**src/design/ecbs_pkg.sv**
```systemverilog
`timescale 1ns / 1ps

package ecbs_pkg;

  localparam int unsigned MaxCodeDefault = 99;

  localparam int unsigned MsWidth   = 11;
  localparam int unsigned CodeWidth = 8;
  localparam int unsigned TensWidth = 5;
  localparam int unsigned UnitWidth = 4;
  localparam int unsigned IdxWidth  = 5;
  localparam int unsigned HpWidth   = 8;

  localparam logic [MsWidth-1:0] MsIntro     = 11'd100;
  localparam logic [MsWidth-1:0] MsIntroDark = 11'd1100;
  localparam logic [MsWidth-1:0] MsLong      = 11'd2000;
  localparam logic [MsWidth-1:0] MsTens      = 11'd1000;
  localparam logic [MsWidth-1:0] MsTensGap   = 11'd350;
  localparam logic [MsWidth-1:0] MsUnits     = 11'd200;

  localparam logic [HpWidth-1:0] HpSpeedStart = 8'd3;
  localparam logic [HpWidth-1:0] HpSlowStart  = 8'd180;
  localparam logic [HpWidth-1:0] HpStepMax    = 8'd35;

  localparam logic [IdxWidth-1:0] SpeedBlinks = 5'd15;
  localparam logic [IdxWidth-1:0] SlowBlinks  = 5'd20;

  typedef enum logic [2:0] {
    PH_IDLE     = 3'd0,
    PH_INTRO    = 3'd1,
    PH_SPEEDUP  = 3'd2,
    PH_SLOWDOWN = 3'd3,
    PH_GAP      = 3'd4,
    PH_TENS     = 3'd5,
    PH_UNITS    = 3'd6,
    PH_TAIL     = 3'd7
  } phase_t;

  typedef enum logic {
    CMD_TICK  = 1'b0,
    CMD_START = 1'b1
  } cmd_t;

  typedef struct packed {
    logic               cmd;
    logic signed [15:0] code;
  } req_t;

  typedef struct packed {
    logic       led_on;
    logic [2:0] phase_now;
  } rsp_t;

  // Division by ten of an 8-bit value through a reciprocal multiply.
  function automatic logic [TensWidth-1:0] div10(input logic [CodeWidth-1:0] v);
    logic [18:0] prod;
    prod = {11'd0, v} * 19'd205;
    return prod[15:11];
  endfunction

  // Division by five of an 8-bit value through a reciprocal multiply.
  function automatic logic [HpWidth-1:0] div5(input logic [HpWidth-1:0] v);
    logic [18:0] prod;
    prod = {11'd0, v} * 19'd205;
    return {2'd0, prod[15:10]};
  endfunction

endpackage

```
**src/design/exit_code_blink_sequencer.sv**
```systemverilog
`timescale 1ns / 1ps

// Exit-code blink sequencer, stepped by one request per millisecond.
// Requests arrive on req/req_valid/req_stall: cmd = tick advances the LED
// pattern by one millisecond, cmd = start latches a code (clamped to
// MAX_CODE, negative codes show as MAX_CODE) and restarts the pattern.
// Every request yields exactly one response on rsp/rsp_valid/rsp_stall,
// carrying the LED level and the phase for that millisecond.
// The response is registered: it is valid in the cycle after its request
// is accepted. Throughput is one request per cycle while rsp_stall is low;
// the single state update and the response register are the only stages.
// While the receiver holds rsp_stall high, the response stays in the
// output register and req_stall rises, so no request is taken until the
// waiting response has been taken.
// After reset the block is idle: ticks return a dark LED and phase zero
// until a start request arrives. The pattern then repeats indefinitely.
module exit_code_blink_sequencer
  import ecbs_pkg::*;
#(
  parameter int unsigned MAX_CODE = MaxCodeDefault
) (
  input  logic clk,
  input  logic rst,
  input  logic req_valid,
  output logic req_stall,
  input  req_t req,
  output logic rsp_valid,
  input  logic rsp_stall,
  output rsp_t rsp
);

  localparam logic [CodeWidth-1:0] MaxCode = CodeWidth'(MAX_CODE);

  logic                 running, running_next;
  phase_t               phase, phase_next;
  logic [MsWidth-1:0]   ms_left, ms_left_next;
  logic                 lit_half, lit_half_next;
  logic [IdxWidth-1:0]  blink_index, blink_index_next;
  logic [HpWidth-1:0]   half_period, half_period_next;
  logic [TensWidth-1:0] tens, tens_next;
  logic [UnitWidth-1:0] units, units_next;
  rsp_t                 rsp_next;
  logic                 accept;

  logic [CodeWidth-1:0] clamped;
  logic [TensWidth-1:0] clamped_tens;
  logic [7:0]           tens_times10;
  logic [MsWidth-1:0]   ms_dec;
  logic [IdxWidth-1:0]  idx_inc;
  logic [HpWidth-1:0]   step_up, hp_up, step_dn, hp_dn, hp_sub;
  phase_t               u_phase, t_phase;
  logic                 u_lit, t_lit;
  logic [MsWidth-1:0]   u_ms, t_ms;

  assign req_stall = rsp_valid && rsp_stall;
  assign accept    = req_valid && !req_stall;

  assign clamped = (req.code[15] || ($unsigned(req.code) > {8'd0, MaxCode}))
                   ? MaxCode : req.code[CodeWidth-1:0];
  assign clamped_tens = div10(clamped);
  assign tens_times10 = {3'd0, clamped_tens} * 8'd10;

  assign ms_dec  = (ms_left == '0) ? '0 : ms_left - 1'b1;
  assign idx_inc = blink_index + 1'b1;

  always_comb begin
    step_up = div5(half_period);
    if (step_up > HpStepMax) begin
      step_up = HpStepMax;
    end
    if (step_up == '0) begin
      step_up = 8'd1;
    end
    hp_up = half_period + step_up;
    step_dn = {2'd0, half_period[HpWidth-1:2]};
    if (step_dn > HpStepMax) begin
      step_dn = HpStepMax;
    end
    hp_sub = half_period - step_dn;
    hp_dn  = (hp_sub == '0) ? 8'd1 : hp_sub;
  end

  always_comb begin
    if (units == '0) begin
      u_phase = PH_TAIL;
      u_lit   = 1'b0;
      u_ms    = MsLong;
    end else begin
      u_phase = PH_UNITS;
      u_lit   = 1'b1;
      u_ms    = MsUnits;
    end
    if (tens == '0) begin
      t_phase = u_phase;
      t_lit   = u_lit;
      t_ms    = u_ms;
    end else begin
      t_phase = PH_TENS;
      t_lit   = 1'b1;
      t_ms    = MsTens;
    end
  end

  always_comb begin
    running_next     = running;
    phase_next       = phase;
    ms_left_next     = ms_left;
    lit_half_next    = lit_half;
    blink_index_next = blink_index;
    half_period_next = half_period;
    tens_next        = tens;
    units_next       = units;
    if (req.cmd == CMD_START) begin
      tens_next        = clamped_tens;
      units_next       = UnitWidth'(clamped - tens_times10);
      running_next     = 1'b1;
      phase_next       = PH_INTRO;
      blink_index_next = '0;
      half_period_next = '0;
      lit_half_next    = 1'b0;
      ms_left_next     = MsIntro;
    end else if (running) begin
      ms_left_next = ms_dec;
      if (ms_dec == '0) begin
        unique case (phase)
          PH_INTRO: begin
            blink_index_next = idx_inc;
            if (idx_inc == 5'd1) begin
              lit_half_next = 1'b1;
              ms_left_next  = MsIntro;
            end else if (idx_inc == 5'd2) begin
              lit_half_next = 1'b0;
              ms_left_next  = MsIntroDark;
            end else begin
              phase_next       = PH_SPEEDUP;
              blink_index_next = '0;
              half_period_next = HpSpeedStart;
              lit_half_next    = 1'b1;
              ms_left_next     = {3'd0, HpSpeedStart};
            end
          end
          PH_SPEEDUP: begin
            if (lit_half) begin
              lit_half_next = 1'b0;
              ms_left_next  = {3'd0, half_period};
            end else if (idx_inc < SpeedBlinks) begin
              blink_index_next = idx_inc;
              half_period_next = hp_up;
              lit_half_next    = 1'b1;
              ms_left_next     = {3'd0, hp_up};
            end else begin
              phase_next       = PH_SLOWDOWN;
              blink_index_next = '0;
              half_period_next = HpSlowStart;
              lit_half_next    = 1'b1;
              ms_left_next     = {3'd0, HpSlowStart};
            end
          end
          PH_SLOWDOWN: begin
            if (lit_half) begin
              lit_half_next = 1'b0;
              ms_left_next  = {3'd0, half_period};
            end else if (idx_inc < SlowBlinks) begin
              blink_index_next = idx_inc;
              half_period_next = hp_dn;
              lit_half_next    = 1'b1;
              ms_left_next     = {3'd0, hp_dn};
            end else begin
              phase_next       = PH_GAP;
              blink_index_next = '0;
              half_period_next = hp_dn;
              lit_half_next    = 1'b0;
              ms_left_next     = MsLong;
            end
          end
          PH_GAP: begin
            phase_next       = t_phase;
            blink_index_next = '0;
            lit_half_next    = t_lit;
            ms_left_next     = t_ms;
          end
          PH_TENS: begin
            if (lit_half) begin
              lit_half_next = 1'b0;
              ms_left_next  = MsTens;
            end else if (idx_inc < tens) begin
              blink_index_next = idx_inc;
              lit_half_next    = 1'b1;
              ms_left_next     = MsTens;
            end else if (idx_inc == tens) begin
              blink_index_next = idx_inc;
              lit_half_next    = 1'b0;
              ms_left_next     = MsTensGap;
            end else begin
              phase_next       = u_phase;
              blink_index_next = '0;
              lit_half_next    = u_lit;
              ms_left_next     = u_ms;
            end
          end
          PH_UNITS: begin
            if (lit_half) begin
              lit_half_next = 1'b0;
              ms_left_next  = MsUnits;
            end else if (idx_inc < {1'b0, units}) begin
              blink_index_next = idx_inc;
              lit_half_next    = 1'b1;
              ms_left_next     = MsUnits;
            end else begin
              phase_next       = PH_TAIL;
              blink_index_next = '0;
              lit_half_next    = 1'b0;
              ms_left_next     = MsLong;
            end
          end
          PH_IDLE, PH_TAIL: begin
            phase_next       = PH_SPEEDUP;
            blink_index_next = '0;
            half_period_next = HpSpeedStart;
            lit_half_next    = 1'b1;
            ms_left_next     = {3'd0, HpSpeedStart};
          end
          default: begin
            phase_next = PH_IDLE;
          end
        endcase
      end
    end
  end

  always_comb begin
    if (req.cmd == CMD_START) begin
      rsp_next.led_on    = 1'b0;
      rsp_next.phase_now = PH_INTRO;
    end else if (running) begin
      rsp_next.led_on    = lit_half;
      rsp_next.phase_now = phase;
    end else begin
      rsp_next.led_on    = 1'b0;
      rsp_next.phase_now = PH_IDLE;
    end
  end

  always_ff @(posedge clk) begin
    if (rst) begin
      running     <= 1'b0;
      phase       <= PH_IDLE;
      ms_left     <= '0;
      lit_half    <= 1'b0;
      blink_index <= '0;
      half_period <= '0;
      tens        <= '0;
      units       <= '0;
      rsp_valid   <= 1'b0;
    end else begin
      if (accept) begin
        running     <= running_next;
        phase       <= phase_next;
        ms_left     <= ms_left_next;
        lit_half    <= lit_half_next;
        blink_index <= blink_index_next;
        half_period <= half_period_next;
        tens        <= tens_next;
        units       <= units_next;
      end
      rsp_valid <= accept || (rsp_valid && rsp_stall);
    end
  end

  always_ff @(posedge clk) begin
    if (accept) begin
      rsp <= rsp_next;
    end
  end

endmodule
```
**config.mk**
```make
export PLATFORM = sky130hd
export DESIGN_NAME = exit_code_blink_sequencer
export DESIGN_NICKNAME = d
export VERILOG_FILES = /design/src/design/ecbs_pkg.sv /design/src/design/exit_code_blink_sequencer.sv
export SDC_FILE = /design/constraint.sdc
export NUM_CORES = 1
export LEC_CHECK = 0
export BUFFER_PORTS_ARGS = -buffer_cell sky130_fd_sc_hd__buf_2
export CAP_MARGIN = 25
export CORE_UTILIZATION = 30
export DETAILED_ROUTE_END_ITERATION = 8
export GPL_TIMING_DRIVEN = 0
export PLACE_DENSITY_LB_ADDON = 0.1
export SETUP_SLACK_MARGIN = 0.3
export SYNTH_ARGS = -nofsm -noshare
export SYNTH_HDL_FRONTEND = slang
export SYNTH_SLANG_ARGS = --single-unit
```
**constraint.sdc**
```tcl
create_clock -name clk -period 12.8 [get_ports clk]
set_input_delay 1.28 -clock clk [delete_from_list [all_inputs] [get_ports clk]]
set_output_delay 1.28 -clock clk [all_outputs]
set_load 0.1 [all_outputs]
```
Word-level counts from Yosys, hierarchy flattened:

Cells that the tools add are included.

* bits of input ports: 21
* flip-flop bits (word level): 43
* logic and storage cells: 154

* muxes and demuxes: 81
* equal/unequal tests: 21
* multiply operators: 3
* add/sub/neg operators: 5
* order comparisons: 7
* reductions and logical operators: 24
* bitwise logic cells: 1

Operator list (number)
* two-way mux 11 bit: 15
* two-way mux 8 bit: 12
* one-hot mux 11 bit (7 select lines): 1
* two-way mux 5 bit: 14
* two-way mux 3 bit: 15
* != test 3 bit, second input constant: 11
* multiplier 8 x 8 -> 16 bit, second input constant: 2
* one-hot mux 8 bit (4 select lines): 1
* one-hot mux 5 bit (6 select lines): 1
* logical NOT 11 bit: 2
* one-hot mux 3 bit (7 select lines): 1
* two-way mux 6 bit: 3
* two-way mux 1 bit: 17
* > comparator 16 x 7 -> 1 bit, second input constant: 1
* logical NOT 8 bit: 2
* AND reduction 14 bit: 1
* equality test 3 bit, second input constant: 4
* > comparator 6 bit, second input constant: 2
* subtractor 11 x 1 -> 11 bit, second input constant: 1
* adder 8 bit: 1
* AND reduction 8 bit: 1
* subtractor 8 bit: 1
* one-hot mux 1 bit (7 select lines): 1
* AND reduction 7 bit: 1
* other kinds (25): 31

Logic depth before layout (Yosys ltp):

Gate-level depths: netlist of run 1.

* depth after elaboration: 12
* gate-level depth with buffers: 26

Worst setup path after synthesis of run 1:

Ideal clock, no wire load.

* path type: input to register
* from: input port req[12] (netlist name)
* to: register units[3]
* data required time: 12.683 ns
* slack: 5.554 ns
* arrival time: 7.129 ns
* cell stages on the path: 22
* path buffers: 1
* cell sequence: or4_1 > or4b_1 > clkbuf_1 > or2_2 > ha_1 > inv_1 > fa_1 > fa_1 > inv_1 > fa_1 > ha_1 > nand4_1 > a2111o_1 > o211ai_1 > xor2_1 > ha_1 > inv_1 > fa_1 > xnor2_1 > xnor2_1 > xor2_1 > a22o_1

* word-level cells in the longest chain between the ends: 6

RTL lines
* start, declared: RTL line exit_code_blink_sequencer.sv:26 `input req_t req,`
* > comparator 16 x 7 -> 1 bit: RTL line exit_code_blink_sequencer.sv:58 `assign clamped = (req.code[15] || ($unsigned(req.code) > {8'd0, MaxCode}))`
* logical OR 1 bit: RTL line exit_code_blink_sequencer.sv:58
* two-way mux 8 bit: RTL line exit_code_blink_sequencer.sv:59 `? MaxCode : req.code[CodeWidth-1:0];`
* multiplier 8 x 8 -> 16 bit: RTL line ecbs_pkg.sv:57 `prod = {11'd0, v} * 19'd205;`
* via clamped_tens[0]: RTL line exit_code_blink_sequencer.sv:46 `logic [TensWidth-1:0] clamped_tens;`
* multiplier 5 x 3 -> 3 bit: RTL line exit_code_blink_sequencer.sv:61 `assign tens_times10 = {3'd0, clamped_tens} * 8'd10;`
* subtractor 4 bit: RTL line exit_code_blink_sequencer.sv:115 `units_next = UnitWidth'(clamped - tens_times10);`
* end signal, assigned: RTL line exit_code_blink_sequencer.sv:264 `units <= units_next;`
* end, declared: RTL line exit_code_blink_sequencer.sv:41 `logic [UnitWidth-1:0] units, units_next;`

The timed path passes the listed nets, and every way through them passes these cells.
A chain may end at the register's enable or synchronous reset.

Final worst setup path of run 1:

Same ends and word-level chain as after synthesis.

==> flow_summary.toml, run 1 <==
[run_status]
status = "finished, final reports clean"

[logic_synthesis]
synth_flop_cell = "dfxtp_1"
yosysMostFrequentCell = "ha_1"
syn_area_per_cell_um2 = 7.90
ys_top_cells_by_area = "ha_1 22%, dfxtp_1 12%, fa_1 7.0%"
yosysUniqueCellTypes = 80
synth-edff-count = 4
synth_top_area_cell = "ha_1"
async_flop_share = 0
synth_area_mm2 = 0.00660
yosysWarningCount = 0
synth_cells = 836
synthTopCellsByCount = "115 x ha_1, 93 x inv_1, 63 x nand2_1"
synth_seq_cells = 43
synth_top_area_frac = 0.218
ys_seq_area_frac = 0.136

[critical_path]
ff2ff_path_depth = 24
required_ps = 13000
cp_data_arrival_time_ps = 7740
cp-end-kind = "register"
worstSetupStartpointType = "input pin"
crit_buf_inv = 5
path_class = "in2reg"
rr_startpoint = "half_period[1]"
crit_family = "adder cells"
worstPathCellList = "buf_2 > or4_1 > or4b_1 > clkbuf_1 > or2_2 > ha_1 > inv_1 > fa_1 > fa_1 > inv_1 > fa_1 > ha_1 > nand4_1 > a2111o_1 > o211ai_1 > xor2_1 > ha_1 > inv_1 > fa_1 > xnor2_1 > xnor2_1 > xor2_1 > a22o_1"
crit_path_frequent_cell = "fa_1"
critPathMaxStageDelay_ps = 520
path_max_fanout = 7
reg2reg_to = "ms_left[4]"
reg2reg_slack_ps = 5770
critPathSlowestCell = "or4_1"

[global_route]
grt_pass1_vias = 5951
overflow = 0
grt_util_all_layers = 0.189
grt_start_max_net_pins = 14
antenna_found_initial = 1
grt_pass1_wl_um = 32500

[cts]
cts-resized-gates = 0
clock-sinks = 43
cts.hold.buffers_added = 0
h-tree-depth = 2
path_clk_slew_ps = 70
cts.path.max_buffers = 2
cts_setup_buffers = 0
root_buffer = "clkbuf_16"
clock_latency_ps = 310
numCtsBuffers = 5
cts_tree = "built"

[routing]
firstDrtPassIters = 4
ant_nets = 0
routedWlPerCell_um = 17.9
drc = 0
wl_um = 20500
drt_iter0_drc = 269
vias_per_cell = 5.36
via_count = 6144

[cells_and_area]
finish.instance_area_mm2 = 0.00726
drive_above_1_share = 0.0665
antennaDiodeCount = 0
final_nets = 1030
area_growth_pct = 9.91

[die]
die_h_um = 150
initial_core_util = 0.310
design.core.area_mm2 = 0.0213
ios = 27
die_w_um = 150
rows = 53
die_area_mm2 = 0.0226

[pwr]
vdd.ir_drop.worst_mv = 0.0474
power_frac_comb = 0.295
internal_power_uw = 280
p_sw_uw = 153
power_density_mw_per_mm2 = 59.7
clockPowerShare = 0.370
sw_frac_of_total = 0.353
power.leakage_nw = 3.27
seq_power_share = 0.335
total_power_uw = 433

[placed_design]
dp_hpwl_um = 16600
place_area_mm2 = 0.00708
gp_congestion = 0.820
port_buffers = 25

[min_path]
min_to = "tens[3]"
hold-path-cell-count = 2
hp-class = "reg2reg"
min_from = "tens[3]"

[sta]
max_slew_margin = 0.309
fin_crit_ps = 7540
rsz0062_at_grt = "false"
timing.fmax_ghz = 0.133
slew_viol_final = 0
tns_ps = 0
finalHoldViolCount = 0
finalClockSkew_ps = 5.38
finalCritPeriodShare = 0.589
finalSetupViolations = 0
worst_pin_slew_ps = 1030

[flow_run]
maxCapViolations = 0
## routing by layer
layer | global-route usage | routed length (um) | share of wire
met2 | 0.324 | 9610 | 0.47
met4 | 0.0510 | 294 | 0.014
met3 | 0.0221 | 788 | 0.038
met1 | 0.249 | 9790 | 0.48
met5 | 0 | 0 | 0
## power groups by stage
stage | combinational, mW | sequential, mW | clock (mW)
after floorplan | 0.0861 | 0.153 | 0
after global placement | 0.128 | 0.148 | 0
after detailed placement | 0.128 | 0.148 | 0
after CTS | 0.128 | 0.145 | 0.164
after global routing | 0.141 | 0.146 | 0.167
final | 0.128 | 0.145 | 0.160
## cells by family (layout without fill, tap and decap cells)
family / Yosys count / in the layout / share of synthesized area
AOI/OAI and AO/OA: 221 / 221 / 0.235
muxes: 9 / 9 / 0.0138
xor gates and xnor gates: 28 / 28 / 0.0392
other: 2 / 5 / 0.00114
DFF: 43 / 43 / 0.136
and+or+nand+nor: 267 / 267 / 0.213
buffers and inverters: 128 / 161 / 0.0739
adders and majority gates: 138 / 138 / 0.288
## layout make-up
cell class	count	area [um2]
well taps	275	344
clock inverters	2	35.0
flip-flops and latches	43	901
plain buffers	35	139
repair buffers	25	125
inverters	93	349
multi-input cells	668	5230
clock buffers	6	139
fillers	2339	14000
## tightest hold or removal path: stages (launching register included)
cell     delay [ps]
dfxtp_1         310
nand2_1          50
a21oi_1          50
## how the worst max path moves through the flow
stage	startpoint	endpoint	slack, ps	cells past startpoint
4_1_cts	req[12]	units[3]	5210	23
6_report	req[12]	units[3]	5260	23
3_5_place_dp	req[12]	units[3]	4920	23
3_3_place_gp	req[12]	units[3]	4980	23
5_1_grt	req[12]	units[3]	4960	23
2_1_floorplan	req[12]	units[3]	5550	22
## through the flow
stage / hold WS, ps / setup WS [ps] / utilization / instances
global route: 509 / 4960 / 0.341 / 1147
CTS: 465 / 5210 / 0.341 / 1147
detailed placement: 450 / 4920 / 0.333 / 1139
floorplan: 432 / 5550 / - / 839
global placement: 446 / 4980 / 0.333 / 1139
finish: 465 / 5260 / 0.341 / 1147
## state kept, by name, summed over array words and instances, names as in the netlist, 3 cells and up
| register | count |
|---|---|
| units | 4 |
| ms_left | 11 |
| rsp | 4 |
| phase | 3 |
| tens | 5 |
| half_period | 8 |
| blink_index | 5 |
## placed cells by master (no fill, tap or decap), types with 23 or more instances in the layout
cell type  instances
o21ai_0           42
fa_1              23
dfxtp_1           39
nand2_1           63
nor2_1            61
ha_1             115
clkbuf_1          33
inv_1             93
a21oi_1           53
buf_2             25
nand3_1           24
No activity file was read; power rests on OpenSTA's default activity.
==> run 2, diff against run 1 <==
- clock period: 12.8 -> 7.6 ns (I/O delays scaled with it)
==> run 2 against run 1 <==
Combinational power increased by 70%; final cell count about the same; critical path depth unchanged; worst hold slack barely moved; global-route usage stayed put; die area did not move; via count down 0.13%; clock power increased by 70%; sequential share of layout area barely moved; first-iteration DRC count shrank 0.74%; wire length increased by 0.11%; highest routed layer unchanged.
==> flow_summary.toml, run 2 (synthesized netlist as in run 1, its figures left out) <==
[cts]
h-tree-depth = 2
clock_latency_ps = 310
cts_tree = "built"
path_clk_slew_ps = 70
numCtsBuffers = 5
cts.path.max_buffers = 2
cts.hold.buffers_added = 0
clock-sinks = 43
root_buffer = "clkbuf_16"

[placed_design]
gp_congestion = 0.820
port_buffers = 25
dp_hpwl_um = 16600

[routing]
drt_iter0_drc = 267
routedWlPerCell_um = 17.9
firstDrtPassIters = 5
vias_per_cell = 5.34
ant_nets = 0
via_count = 6136
wl_um = 20500
drc = 0

[pwr]
sw_frac_of_total = 0.355
internal_power_uw = 473
power_density_mw_per_mm2 = 101
p_sw_uw = 261
seq_power_share = 0.333
vdd.ir_drop.worst_mv = 0.0805
clockPowerShare = 0.371
power.leakage_nw = 3.27
power_frac_comb = 0.296

[cells_and_area]
final_common_cell = "ha_1"
largest_registers = "ms_left x11, half_period x8"
largest_register_ffs = 11
drive_above_1_share = 0.0687
final_nets = 1031
layout_common_cells = "115 x ha_1, 93 x inv_1, 63 x nand2_1"
antennaDiodeCount = 0
top_register = "ms_left"
utilization = 0.342
area_growth_pct = 10.1

[critical_path]
cp-end-kind = "register"
path_max_fanout = 7
cp_data_arrival_time_ps = 7190
path_class = "in2reg"
required_ps = 7800
worstSetupStartpointType = "input pin"

[global_route]
grt_pass1_vias = 5951
grt_pass1_wl_um = 32500
grt_start_max_net_pins = 14
antenna_found_initial = 1
grt_util_all_layers = 0.189
overflow = 0

[sta]
rsz0062_at_grt = "false"
max_slew_margin = 0.321
slew_viol_final = 0
timing.fmax_ghz = 0.143
finalClockSkew_ps = 6.02
finalSetupViolations = 0
finalHoldViolCount = 0
tns_ps = 0
worst_pin_slew_ps = 1010
finalCritPeriodShare = 0.920
fin_crit_ps = 6990

[run_status]
status = "finished, final reports clean"

[die]
rows = 53
ios = 27
initial_core_util = 0.310
die_area_mm2 = 0.0226
design.core.area_mm2 = 0.0213
die_h_um = 150
die_w_um = 150

[flow_run]
maxCapViolations = 0

[min_path]
hp-class = "reg2reg"
run 2: area by class of cell:
cell class / instances / area (um2)
inverters: 93 / 349
well taps: 275 / 344
plain buffers: 35 / 139
clock buffers: 6 / 139
clock inverters: 2 / 35.0
repair buffers: 26 / 133
multi-input cells: 668 / 5230
flip-flops and latches: 43 / 901
fillers: 2340 / 14000
run 2: final timing paths:
kind / slack, ps / startpoint / end / cells past startpoint
setup / recovery: 610 / req[12] / units[3] / 23
hold / removal: 460 / tens[3] / tens[3] / 2
setup reg to reg: 820 / half_period[1] / ms_left[4] / 24
hold reg to reg: 460 / tens[3] / tens[3] / 2
run 2: stage by stage:
stage          total power [mW]  std cells  area, um2  hold WS [ps]  worst slack, ps
2_1_floorplan             0.402        839       6610           432              874
6_report                  0.734       1148       7270           465              609
5_1_grt                   0.765       1148       7270           509              301
3_3_place_gp              0.466       1139       7080           446              296
3_5_place_dp              0.464       1139       7080           450              237
4_1_cts                   0.736       1147       7260           465              534
run 2: what timing repair did:
action                                  CTS  global route
gates resized for setup                   0             1
setup buffers                             0             1
endpoints found under the setup margin    0             5
run 2: critical path, cell delays in order:
cell	delay [ps]
buf_2	90
or4_1	520
or4b_1	520
clkbuf_1	170
or2_2	350
ha_1	330
inv_1	70
fa_1	500
fa_1	520
inv_1	60
fa_1	480
ha_1	320
nand4_1	140
a2111o_1	440
o211ai_1	310
xor2_1	310
ha_1	200
inv_1	50
fa_1	380
xnor2_1	150
xnor2_1	150
xor2_1	170
a22o_1	210
run 2: power groups by stage:
| stage | clock network (mW) | logic [mW] | registers, mW |
|---|---|---|---|
| finish | 0.272 | 0.217 | 0.244 |
| global route | 0.281 | 0.239 | 0.246 |
| CTS | 0.275 | 0.216 | 0.244 |
| detailed placement | 0 | 0.215 | 0.250 |
| global placement | 0 | 0.216 | 0.250 |
| floorplan | 0 | 0.145 | 0.257 |
run 2: metal layers:
metal,wire length [um],up-vias,track usage
met4,292,0,0.0510
met2,9620,132,0.324
met5,0,-,0
li1,-,3100,-
met3,772,20,0.0221
met1,9830,2884,0.249
==> run 3, diff against run 2 <==
- CAP_MARGIN: 25 -> 20
- CTS_BUF_LIST: not set -> sky130_fd_sc_hd__clkbuf_4 sky130_fd_sc_hd__clkbuf_8
- RECOVER_POWER: not set -> 25
==> run 3 against run 2 <==
Utilization decreased by 0.33 points; die area stayed put; sequential share of layout area grew 0.12 points; non-clock buffer count down 1; global-route usage about the same; clock skew is 3.6 ps higher; first-iteration DRC count rose by 1.1%; via count is 0.31% higher; critical path type unchanged; critical endpoint unchanged.
==> flow_summary.toml, run 3 (synthesized netlist as in run 1, its figures left out) <==
[die]
die_h_um = 150
die_area_mm2 = 0.0226
die_w_um = 150
design.core.area_mm2 = 0.0213
rows = 53
ios = 27
initial_core_util = 0.310

[critical_path]
crit_path_frequent_cell = "fa_1"
cp_data_arrival_time_ps = 7210
critPathSlowestCell = "or4_1"
cp-end-kind = "register"
path_class = "in2reg"
required_ps = 7840
path_max_fanout = 7
worstPathCellList = "buf_2 > or4_1 > or4b_1 > clkbuf_1 > or2_2 > ha_1 > inv_1 > fa_1 > fa_1 > inv_1 > fa_1 > ha_1 > nand4_1 > a2111o_1 > o211ai_1 > xor2_1 > ha_1 > inv_1 > fa_1 > xnor2_1 > xnor2_1 > xor2_1 > a22o_1"
worstSetupStartpointType = "input pin"
critPathMaxStageDelay_ps = 520

[cells_and_area]
fill_cells = 2342
largest_registers = "ms_left x11, half_period x8"
area_growth_pct = 9.04
final_common_cell = "ha_1"
layout_common_cells = "115 x ha_1, 93 x inv_1, 63 x nand2_1"
seq_area_um2 = 901
drive_above_1_share = 0.0619
final_nets = 1030
top_register = "ms_left"
final_cells = 1147
largest_register_ffs = 11
antennaDiodeCount = 0
multi_input_area_mm2 = 0.00523
finish.instance_area_mm2 = 0.00720

[pwr]
p_sw_uw = 253
power_frac_comb = 0.322
vdd.ir_drop.worst_mv = 0.0566
clockPowerShare = 0.312
seq_power_share = 0.366
total_power_uw = 668
internal_power_uw = 414
sw_frac_of_total = 0.380
power.leakage_nw = 3.22
power_density_mw_per_mm2 = 92.7

[flow_run]
maxCapViolations = 0

[cts]
numCtsBuffers = 5
clock_latency_ps = 340
cts.hold.buffers_added = 0
cts_tree = "built"
cts.path.max_buffers = 2
clock-sinks = 43
path_clk_slew_ps = 90
root_buffer = "clkbuf_8"
cts_setup_buffers = 0
h-tree-depth = 2

[routing]
drt_iter0_drc = 270
ant_nets = 0
drc = 0
firstDrtPassIters = 5
wl_um = 20600
via_count = 6155
routedWlPerCell_um = 17.9
vias_per_cell = 5.37

[sta]
slew_viol_final = 0
rsz0062_at_grt = "false"
finalHoldViolCount = 0
whs_ps = 469
finalClockSkew_ps = 9.65
timing.fmax_ghz = 0.143
worst_pin_slew_ps = 1180
finalSetupViolations = 0
fin_crit_ps = 6980
max_slew_margin = 0.215
tns_ps = 0
finalCritPeriodShare = 0.918

[run_status]
status = "finished, final reports clean"

[placed_design]
gp_congestion = 0.820
port_buffers = 25
dp.cells = 1139
dp_hpwl_um = 16600
place_area_mm2 = 0.00708

[min_path]
hp-class = "reg2reg"

[global_route]
antenna_found_initial = 1
grt_pass1_vias = 5963
grt_start_max_net_pins = 14
grt_pass1_wl_um = 32400
grt_util_all_layers = 0.189
overflow = 0
-- run 3: cell types whose count changed in the layout (fill, tap and decap cells not counted) --
cell / delta
buf_4: -1
buf_2: -5
clkbuf_8: +5
and2_1: -3
and2_0: +3
clkbuf_16: -5
clkbuf_1: +5
-- run 3: what timing repair did --
action	in CTS	in global routing
endpoints found under the hold margin	0	0
endpoints found under the setup margin	0	4
gates resized for setup	0	1
-- run 3: power groups by stage --
stage,sequential (mW),clock (mW),combinational (mW)
2_1_floorplan,0.257,0,0.145
3_3_place_gp,0.250,0,0.216
3_5_place_dp,0.250,0,0.215
4_1_cts,0.244,0.212,0.216
5_1_grt,0.246,0.216,0.237
6_report,0.244,0.208,0.215
-- run 3: final cells by class --
type                            count  share of cell area
Timing Repair Buffer               25              0.0165
Buffer                             35              0.0193
Tap cell                          275              0.0478
Clock buffer                        6              0.0115
Multi-Input combinational cell    668               0.726
Inverter                           93              0.0485
Clock inverter                      2             0.00487
Sequential cell                    43               0.125
-- run 3: through the flow --
step,setup WS [ps],utilization
floorplan,874,-
global placement,296,0.333
detailed placement,237,0.333
CTS,543,0.338
global route,322,0.338
finish,624,0.338
-- run 3: routing by layer --
metal	GRT usage	vias up	routed length [um]
li1	-	3100	-
met1	0.248	2897	9900
met2	0.324	131	9630
met3	0.0221	27	694
met4	0.0540	0	348
met5	0	-	0
-- run 3: final timing paths --
kind | startpoint | to | slack [ps] | cells after the start
hold reg to reg | tens[3] | tens[3] | 470 | 2
setup reg to reg | half_period[1] | ms_left[4] | 820 | 24
hold / removal | tens[3] | tens[3] | 470 | 2
setup / recovery | req[12] | units[3] | 620 | 23
-- run 3: critical path, delay by kind of cell --
family	cells	cell delay (ps)
AOI/OAI and AO/OA	3	960
xor gates and xnor gates	4	800
adders and majority gates	7	2740
buffers and inverters	5	440
and+or+nand+nor	4	1530
